### src/hdl/slti_pkg.sv
// Shared types and constants for the symbol label to integer unit.
`default_nettype none

package slti_pkg;

    localparam int MAX_RADIX = 16;
    localparam int WIN_AW    = $clog2(MAX_RADIX);
    localparam int RADIX_W   = 5;
    localparam int ENC_W     = 2;
    localparam int SYM_W     = 4;
    localparam int VAL_W     = 32;
    localparam int CFG_IW    = 1;
    localparam int CFG_DW    = 5;

    localparam logic [CFG_IW-1:0] REG_ENCODING = 1'd0;
    localparam logic [CFG_IW-1:0] REG_RADIX    = 1'd1;

    localparam logic [RADIX_W-1:0] RADIX_RESET = 5'd3;

    typedef enum logic [ENC_W-1:0] {
        ENC_DIRECT = 2'd0,
        ENC_GRAY   = 2'd1,
        ENC_UNIQUE = 2'd2,
        ENC_FIB    = 2'd3
    } enc_t;

    typedef enum logic [2:0] {
        ST_BUILD,
        ST_IDLE,
        ST_FIB_ADD,
        ST_FIB_RD2,
        ST_FIB_RD1,
        ST_FIB_W2,
        ST_FIB_REC
    } state_t;

    typedef enum logic [2:0] {
        OP_NONE,
        OP_TAKE,
        OP_FIB_ADD,
        OP_FIB_RD2,
        OP_FIB_RD1,
        OP_FIB_W2,
        OP_FIB_REC,
        OP_BUILD
    } dp_op_t;

    typedef struct packed {
        dp_op_t              op;
        logic [WIN_AW-1:0]   idx;
    } dp_cmd_t;

    typedef struct packed {
        logic                fib_mode;   // fibonacci encoding with a usable window
        logic                radix_is3;
        logic [RADIX_W-1:0]  radix_eff;
        logic                out_free;
        logic                last;
        logic                cfg_hit;
    } dp_status_t;

endpackage

`default_nettype wire

### src/hdl/slti_dp.sv
// Datapath: configuration, accumulator, fibonacci window memory and result register.
`default_nettype none

module slti_dp
    import slti_pkg::*;
(
    input  wire logic                clk,
    input  wire logic                rst_n,
    input  wire dp_cmd_t             cmd,
    output dp_status_t               status,
    input  wire logic [SYM_W-1:0]    symbol,
    input  wire logic                final_symbol,
    input  wire logic                cfg_we,
    input  wire logic [CFG_IW-1:0]   cfg_index,
    input  wire logic [CFG_DW-1:0]   cfg_data,
    output logic                     out_valid,
    input  wire logic                out_ready,
    output logic [VAL_W-1:0]         label_value
);

    enc_t               enc_reg;
    logic [RADIX_W-1:0] radix_reg;
    logic [RADIX_W-1:0] r_eff;

    logic [VAL_W-1:0]   acc_reg, acc_next;
    logic               par_reg, par_next;
    logic [VAL_W-1:0]   a_reg, a_next;
    logic [VAL_W-1:0]   b_reg, b_next;
    logic [VAL_W-1:0]   rdata_reg;
    logic [SYM_W-1:0]   sym_reg;
    logic               last_reg;
    logic               outv_reg, outv_next;
    logic [VAL_W-1:0]   outd_reg, outd_next;

    logic [VAL_W-1:0]   mem [MAX_RADIX];
    logic               wr_en;
    logic [WIN_AW-1:0]  wr_addr;
    logic [VAL_W-1:0]   wr_data;
    logic               rd_en;
    logic [WIN_AW-1:0]  rd_addr;

    logic [VAL_W-1:0]   digit;
    logic [VAL_W-1:0]   mac;
    logic [VAL_W-1:0]   fib_sum;
    logic [VAL_W-1:0]   build_val;

    assign r_eff = (radix_reg > RADIX_W'(MAX_RADIX)) ? RADIX_W'(MAX_RADIX) : radix_reg;

    // Configuration registers
    always_ff @(posedge clk or negedge rst_n)
    begin
        if (!rst_n)
        begin
            enc_reg   <= ENC_DIRECT;
            radix_reg <= RADIX_RESET;
        end
        else if (cfg_we)
        begin
            unique case (cfg_index)
                REG_ENCODING: enc_reg   <= enc_t'(cfg_data[ENC_W-1:0]);
                REG_RADIX:    radix_reg <= cfg_data[RADIX_W-1:0];
            endcase
        end
    end

    // Digit for the radix encodings; the gray digit wraps like the arithmetic does
    always_comb
    begin
        case (enc_reg)
            ENC_GRAY:   digit = par_reg ? (VAL_W'(r_eff) - 1'b1 - VAL_W'(symbol))
                                        : VAL_W'(symbol);
            ENC_UNIQUE: digit = VAL_W'(symbol) + 1'b1;
            default:    digit = VAL_W'(symbol);
        endcase
        mac = VAL_W'(acc_reg * VAL_W'(r_eff)) + digit;
        fib_sum = acc_reg + (({1'b0, sym_reg} < r_eff) ? rdata_reg : '0);

        if (r_eff < RADIX_W'(3) || cmd.idx == '0)
            build_val = '0;
        else if (cmd.idx == WIN_AW'(1))
            build_val = VAL_W'(1);
        else if (cmd.idx == WIN_AW'(2))
            build_val = VAL_W'(2);
        else if (RADIX_W'(cmd.idx) < r_eff)
            build_val = a_reg + b_reg;
        else
            build_val = '0;
    end

    always_comb
    begin
        acc_next  = acc_reg;
        par_next  = par_reg;
        a_next    = a_reg;
        b_next    = b_reg;
        outv_next = outv_reg && !out_ready;
        outd_next = outd_reg;
        wr_en     = 1'b0;
        wr_addr   = cmd.idx;
        wr_data   = '0;
        rd_en     = 1'b0;
        rd_addr   = symbol;

        unique case (cmd.op)
            OP_NONE:
            begin
            end
            OP_TAKE:
            begin
                if (enc_reg == ENC_FIB)
                begin
                    rd_en = 1'b1;
                end
                else
                begin
                    acc_next = mac;
                    if (enc_reg == ENC_GRAY)
                        par_next = par_reg ^ symbol[0];
                end
                if (final_symbol && !(enc_reg == ENC_FIB && r_eff >= RADIX_W'(3)))
                begin
                    outv_next = 1'b1;
                    outd_next = (enc_reg == ENC_FIB) ? acc_reg : mac;
                    acc_next  = '0;
                    par_next  = 1'b0;
                end
            end
            OP_FIB_ADD:
            begin
                rd_en   = 1'b1;
                rd_addr = WIN_AW'(r_eff - RADIX_W'(2));
                if (last_reg)
                begin
                    outv_next = 1'b1;
                    outd_next = fib_sum;
                    acc_next  = '0;
                    par_next  = 1'b0;
                end
                else
                    acc_next = fib_sum;
            end
            OP_FIB_RD2:
            begin
                b_next  = rdata_reg;
                rd_en   = 1'b1;
                rd_addr = WIN_AW'(r_eff - RADIX_W'(1));
            end
            OP_FIB_RD1:
            begin
                // radix three: entry 1 takes the freshly updated entry 2
                a_next  = (r_eff == RADIX_W'(3)) ? (b_reg + rdata_reg) : rdata_reg;
                b_next  = b_reg + rdata_reg;
                wr_en   = 1'b1;
                wr_addr = WIN_AW'(1);
                wr_data = a_next;
            end
            OP_FIB_W2:
            begin
                wr_en   = 1'b1;
                wr_addr = WIN_AW'(2);
                wr_data = b_reg;
            end
            OP_FIB_REC:
            begin
                wr_en   = 1'b1;
                wr_data = a_reg + b_reg;
                a_next  = b_reg;
                b_next  = a_reg + b_reg;
            end
            OP_BUILD:
            begin
                wr_en   = 1'b1;
                wr_data = build_val;
                a_next  = b_reg;
                b_next  = build_val;
            end
        endcase

        // a register write abandons the label
        if (cfg_we)
        begin
            acc_next = '0;
            par_next = 1'b0;
        end
    end

    always_ff @(posedge clk or negedge rst_n)
    begin
        if (!rst_n)
        begin
            acc_reg  <= '0;
            par_reg  <= 1'b0;
            outv_reg <= 1'b0;
        end
        else
        begin
            acc_reg  <= acc_next;
            par_reg  <= par_next;
            outv_reg <= outv_next;
        end
    end

    always_ff @(posedge clk)
    begin
        a_reg    <= a_next;
        b_reg    <= b_next;
        outd_reg <= outd_next;
        if (cmd.op == OP_TAKE)
        begin
            sym_reg  <= symbol;
            last_reg <= final_symbol;
        end
    end

    // Window memory: one write, one registered read per cycle
    always_ff @(posedge clk)
    begin
        if (wr_en)
            mem[wr_addr] <= wr_data;
        if (rd_en)
            rdata_reg <= mem[rd_addr];
    end

    assign status.fib_mode  = (enc_reg == ENC_FIB) && (r_eff >= RADIX_W'(3));
    assign status.radix_is3 = (r_eff == RADIX_W'(3));
    assign status.radix_eff = r_eff;
    assign status.out_free  = !outv_reg || out_ready;
    assign status.last      = last_reg;
    assign status.cfg_hit   = cfg_we;

    assign out_valid   = outv_reg;
    assign label_value = outd_reg;

endmodule

`default_nettype wire

### src/hdl/slti_ctrl.sv
// Controller: sequences item intake, window lookup, window advance and rebuild.
`default_nettype none

module slti_ctrl
    import slti_pkg::*;
(
    input  wire logic        clk,
    input  wire logic        rst_n,
    input  wire logic        in_valid,
    output logic             in_ready,
    input  wire dp_status_t  status,
    output dp_cmd_t          cmd
);

    state_t             state_reg, state_next;
    logic [WIN_AW-1:0]  idx_reg, idx_next;

    always_ff @(posedge clk or negedge rst_n)
    begin
        if (!rst_n)
        begin
            state_reg <= ST_BUILD;
            idx_reg   <= '0;
        end
        else
        begin
            state_reg <= state_next;
            idx_reg   <= idx_next;
        end
    end

    always_comb
    begin
        state_next = state_reg;
        idx_next   = idx_reg;
        in_ready   = 1'b0;
        cmd.op     = OP_NONE;
        cmd.idx    = idx_reg;

        unique case (state_reg)
            ST_BUILD:
            begin
                cmd.op = OP_BUILD;
                if (idx_reg == WIN_AW'(MAX_RADIX - 1))
                    state_next = ST_IDLE;
                else
                    idx_next = idx_reg + 1'b1;
            end
            ST_IDLE:
            begin
                in_ready = status.out_free;
                if (in_valid && status.out_free)
                begin
                    cmd.op = OP_TAKE;
                    if (status.fib_mode)
                        state_next = ST_FIB_ADD;
                end
            end
            ST_FIB_ADD:
            begin
                cmd.op = OP_FIB_ADD;
                if (status.last)
                begin
                    // label done: window goes back to its starting values
                    state_next = ST_BUILD;
                    idx_next   = '0;
                end
                else
                    state_next = ST_FIB_RD2;
            end
            ST_FIB_RD2:
            begin
                cmd.op     = OP_FIB_RD2;
                state_next = ST_FIB_RD1;
            end
            ST_FIB_RD1:
            begin
                cmd.op     = OP_FIB_RD1;
                state_next = ST_FIB_W2;
            end
            ST_FIB_W2:
            begin
                cmd.op = OP_FIB_W2;
                if (status.radix_is3)
                    state_next = ST_IDLE;
                else
                begin
                    state_next = ST_FIB_REC;
                    idx_next   = WIN_AW'(3);
                end
            end
            ST_FIB_REC:
            begin
                cmd.op = OP_FIB_REC;
                if (RADIX_W'(idx_reg) == status.radix_eff - 1'b1)
                    state_next = ST_IDLE;
                else
                    idx_next = idx_reg + 1'b1;
            end
            default:
            begin
                state_next = ST_BUILD;
                idx_next   = '0;
            end
        endcase

        if (status.cfg_hit)
        begin
            state_next = ST_BUILD;
            idx_next   = '0;
        end
    end

endmodule

`default_nettype wire

### src/hdl/symbol_label_to_integer_unit.sv
// Top level of the symbol label to integer unit.
//
//  channel  dir  handshake                    payload
//  s_axis   in   s_axis_tvalid/s_axis_tready  tdata[3:0] symbol, tlast final_symbol
//  m_axis   out  m_axis_tvalid/m_axis_tready  tdata[31:0] label_value
//  cfg      in   cfg_we                       cfg_index, cfg_data
//
//  Radix modes and fibonacci mode with radix below 3: one cycle per item.
//  Fibonacci mode (r = effective radix): a non-final item is taken and added,
//  entries r - 2 and r - 1 read, 1 and 2 written and 3 to r - 1 recomputed
//  through the window's single write port; a final item is taken and added,
//  then all 16 entries rebuilt, as after reset and after each register write,
//  with no item taken meanwhile. A waiting result blocks only a further item.
`default_nettype none

module symbol_label_to_integer_unit
    import slti_pkg::*;
(
    input  wire logic               clk,
    input  wire logic               rst_n,
    input  wire logic               s_axis_tvalid,
    output logic                    s_axis_tready,
    input  wire logic [7:0]         s_axis_tdata,   // [3:0] symbol, [7:4] zero
    input  wire logic               s_axis_tlast,
    output logic                    m_axis_tvalid,
    input  wire logic               m_axis_tready,
    output logic [VAL_W-1:0]        m_axis_tdata,   // [31:0] label_value
    input  wire logic               cfg_we,
    input  wire logic [CFG_IW-1:0]  cfg_index,
    input  wire logic [CFG_DW-1:0]  cfg_data
);

    dp_cmd_t    cmd;
    dp_status_t status;

    slti_ctrl u_ctrl (
        .clk      (clk),
        .rst_n    (rst_n),
        .in_valid (s_axis_tvalid),
        .in_ready (s_axis_tready),
        .status   (status),
        .cmd      (cmd)
    );

    slti_dp u_dp (
        .clk          (clk),
        .rst_n        (rst_n),
        .cmd          (cmd),
        .status       (status),
        .symbol       (s_axis_tdata[SYM_W-1:0]),
        .final_symbol (s_axis_tlast),
        .cfg_we       (cfg_we),
        .cfg_index    (cfg_index),
        .cfg_data     (cfg_data),
        .out_valid    (m_axis_tvalid),
        .out_ready    (m_axis_tready),
        .label_value  (m_axis_tdata)
    );

    // an item is only taken when the result register can take its result
    a_ready_slot: assert property (@(posedge clk) disable iff (!rst_n)
        s_axis_tready |-> (!m_axis_tvalid || m_axis_tready))
        else $error("item taken while result register occupied");

    // a register write starts a window rebuild
    a_cfg_rebuild: assert property (@(posedge clk) disable iff (!rst_n)
        cfg_we |=> !s_axis_tready)
        else $error("item taken during window rebuild");

    // a non-final item never produces a result
    a_no_spurious: assert property (@(posedge clk) disable iff (!rst_n)
        (s_axis_tvalid && s_axis_tready && !s_axis_tlast && !m_axis_tvalid)
        |=> !m_axis_tvalid)
        else $error("result from non-final item");

endmodule

`default_nettype wire
### config.mk
export PLATFORM = sky130hd
export DESIGN_NAME = symbol_label_to_integer_unit
export DESIGN_NICKNAME = d
export VERILOG_FILES = /design/src/hdl/slti_pkg.sv /design/src/hdl/slti_dp.sv /design/src/hdl/slti_ctrl.sv /design/src/hdl/symbol_label_to_integer_unit.sv
export SDC_FILE = /design/constraint.sdc
export NUM_CORES = 2
export LEC_CHECK = 0
export ABC_AREA = 1
export BUFFER_PORTS_ARGS = -buffer_cell sky130_fd_sc_hd__buf_2
export CORE_MARGIN = 10
export CORE_UTILIZATION = 55
export CTS_CLUSTER_SIZE = 16
export DETAILED_ROUTE_END_ITERATION = 16
export PLACE_DENSITY = 0.69
export SLEW_MARGIN = 20
export SYNTH_ARGS = -nofsm -noshare
export SYNTH_HDL_FRONTEND = slang
export SYNTH_SLANG_ARGS = --single-unit
### constraint.sdc
create_clock -name clk -period 12.5 [get_ports clk]
set_input_delay 2.5 -clock clk [delete_from_list [all_inputs] [get_ports clk]]
set_output_delay 2.5 -clock clk [all_outputs]
set_load 0.05 [all_outputs]
==> impl_metrics.ini <==
[setup_path]
worst-path-max-fanout = 6
cp.required_ns = 12.92
worst-setup-path-type = primary input to flop
critPathMostFrequentCell = inv_1
cp_slowest_stage_delay_ns = 0.63
timing.rr.end = u_dp.label_value[13]$_DFFE_PP_
worstPathArrival_ns = 8.29
r2r_start = u_dp.radix_reg[4]$_DFFE_PN0P_
crit_slowest_cell = o21ai_0
start_kind = primary input
rr_worst_depth = 29
crit_start = s_axis_tdata[2]
worst_setup_path_end_kind = flop
crit_path_end = u_dp.label_value[13]$_DFFE_PP_
rrSetupSlack_ns = 4.87

[die]
dieArea_um2 = 88370
start_util_pct = 55.58
die_y_um = 297.3
row_count = 101
die_w_um = 297.3
core_um2 = 76080
io_pins = 54

[power_and_ir_drop]
fin_total_pwr_mw = 7.463
total_leakage_power_nw = 19.29
switching_share_pct = 34.25
p_int_mw = 4.907
pwr-share-comb_pct = 27.1
power.density_nw_per_um2 = 161.8
power_frac_seq_pct = 43.3
vdd_drop_max_mv = 0.1296
p_clk_share_pct = 29.5
switchingPower_mw = 2.556

[run_status]
status = complete, no violations

[sta]
grt_setup_unrepaired = no
tns_ns = 0
finalCriticalPeriod_ns = 7.875
finalCritPeriodShare_pct = 63.00
tightest_slew_ns = 1.090
hold_violations = 0
relSlewSlack_pct = 26.87
maxSlewViolCount = 0
skew_ns = 0.04000
fmax_mhz = 127.0
finalSetupViolCount = 0

[logic_synthesis]
synth-seq-cells = 693
syn_area_um2 = 42290
synthesis.nets = 5087
yosysSeqAreaShare_pct = 48.65
ys_warn_count = 0
synth_cell_types = 51
syn_avg_cell_area_um2 = 8.824
syn_inst = 4792

[cells_and_area]
largest_reg_flops = 512
regMostFlops = u_dp.mem
syn_to_final_growth_pct = 9.051
finish.cell_count_without_fillers = 5897
layout-drive-gt1-share_pct = 5.899
nNetsFinal = 5102

[cts]
post_cts_buffers = 0
clockBufferDepth = 3
numCtsBuffers = 77
cts_tree = yes
cts.clk_slew.worst_paths_ns = 0.06
ctsHoldBuffers = 0
cts.sinks = 693
htree_levels = 3
cts-root-buf = clkbuf_16
clock_latency_ns = 0.65
ctsResizeCount = 0

[drt]
first_iter_violations = 3511
drc = 0
num_vias = 33730
wl_um = 122700
wl_per_cell_um = 20.81
drtAntennaViolNets = 0
drtPass1Iterations = 6
routed_via_density = 5.720

[placement]
portBuffers = 49
placed_cells = 5757
dp_hpwl_um = 85470
gp_congestion = 0.9775

[global_route]
grt_use_total_pct = 27.35
antenna_found_initial = 2
grt_pass1_vias = 32110
grt_overflow_total = 0
grt_max_degree = 261
grt_pass1_wl_um = 189100

[min_path]
hold_path.class = flop to flop

[flow_run]
drv_cap = 0
[worst min-delay path by stage]
stage | startpoint | to | slack [ns] | cells past startpoint
after detailed placement | u_dp.acc_reg[31]$_DFFE_PN0N_ | u_dp.acc_reg[31]$_DFFE_PN0N_ | 0.50 | 2
after floorplan | u_dp.acc_reg[31]$_DFFE_PN0N_ | u_dp.acc_reg[31]$_DFFE_PN0N_ | 0.47 | 2
final | u_dp.acc_reg[31]$_DFFE_PN0N_ | u_dp.acc_reg[31]$_DFFE_PN0N_ | 0.52 | 2
after global placement | u_dp.acc_reg[31]$_DFFE_PN0N_ | u_dp.acc_reg[31]$_DFFE_PN0N_ | 0.49 | 2
after CTS | u_dp.acc_reg[31]$_DFFE_PN0N_ | u_dp.acc_reg[31]$_DFFE_PN0N_ | 0.52 | 2
after global routing | u_dp.acc_reg[31]$_DFFE_PN0N_ | u_dp.acc_reg[31]$_DFFE_PN0N_ | 0.54 | 2
[power by group through the flow]
stage | registers [mW] | logic (mW) | clock network (mW)
detailed placement | 3.28 | 1.98 | 0
global route | 3.26 | 2.24 | 2.33
CTS | 3.23 | 1.99 | 2.24
global placement | 3.27 | 1.96 | 0
floorplan | 3.25 | 1.28 | 0
finish | 3.23 | 2.02 | 2.20
[critical path: cells and delay by family]
family / cells / cell delay (ns)
buffers and inverters: 7 / 0.61
AOI/OAI and AO/OA: 4 / 1.28
adders and majority gates: 6 / 2.55
and+or+nand+nor: 10 / 1.34
[synthesized netlist by cell type, drive strengths merged]
master,count,area (um2)
nand2,1058,3984
inv,740,2778
edfxtp,645,19370
nand3,506,2532
nor2,325,1230
o21ai,317,1598
a21oi,278,1395
o211ai,175,1314
ha,158,1977
fa,117,2342
buf,104,508.0
clkbuf,68,255.2
dfrtp,46,1151
nand4,34,212.7
or2,30,187.7
nor3,25,125.1
xnor2,25,226.5
o21bai,17,127.6
xor2,16,140.1
a21o,15,112.6
o21a,14,105.1
o22ai,14,87.58
a31oi,10,62.56
nand3b,10,75.07
a21boi,8,60.06
a22oi,6,60.06
nor4,6,37.54
mux2i,5,50.05
o221ai,5,43.79
clkinv,4,15.01
and2,3,18.77
dfstp,2,52.55
a32oi,1,8.760
mux2,1,11.26
nor3b,1,7.510
o2111ai,1,8.760
o31ai,1,7.510
o32ai,1,8.760
[layout make-up]
cell class / count / area [um2]
antenna: 2 / 5.005
clock buffer: 103 / 2034
clock inverter: 34 / 399.1
fill: 6658 / 29960
inverter: 744 / 2800
multi-input combinational: 3183 / 18300
sequential: 693 / 20570
tap: 1030 / 1289
timing repair buffer: 108 / 716.9
[metal layers]
layer	part of all wire [%]	track usage (%)	routed length (um)
met1	43	37.64	52350
met2	46	43.54	56130
met3	8.3	4.837	10180
met4	3.3	8.938	4042
met5	0	0	0
[per-stage QoR]
| stage | hold WS [ns] | setup WS (ns) | utilization, % | cell area, um2 |
|---|---|---|---|---|
| after floorplan | 0.4708 | 5.355 | - | 42290 |
| after global placement | 0.4948 | 4.187 | 57.39 | 43660 |
| after detailed placement | 0.4953 | 4.057 | 57.39 | 43660 |
| after CTS | 0.5155 | 4.705 | 60.59 | 46100 |
| after global routing | 0.5415 | 4.267 | 60.61 | 46110 |
| final | 0.5176 | 4.625 | 60.61 | 46110 |
[cell usage in the layout (no fill, tap or decap), drive strengths merged, types with 2 or more instances in the layout]
cell type and count:
a21boi 8, a21o 15, a21oi 278, a22oi 6, a31oi 10, and2 3
buf 107, bufinv 4, clkbuf 104, clkinv 27, clkinvlp 4, dfrtp 46
dfstp 2, diode 2, edfxtp 645, fa 117, ha 158, inv 743
mux2i 5, nand2 1058, nand3 506, nand3b 10, nand4 34, nor2 325
nor3 25, nor4 6, o211ai 175, o21a 14, o21ai 317, o21bai 17
o221ai 5, o22ai 14, or2 30, xnor2 25, xor2 16
[logic make-up (layout without fill, tap and decap cells)]
kind of cell	after synthesis	in the layout	share of synthesized area, %
fa+ha+maj	275	275	10.21
compound gates	863	863	11.82
other cells	0	2	0
mux	6	6	0.1450
buf+inv	916	989	8.409
flops	693	693	48.65
simple gates	1998	1998	19.89
xor+xnor	41	41	0.8670
Note: power is estimated with default switching activity, not from simulation.
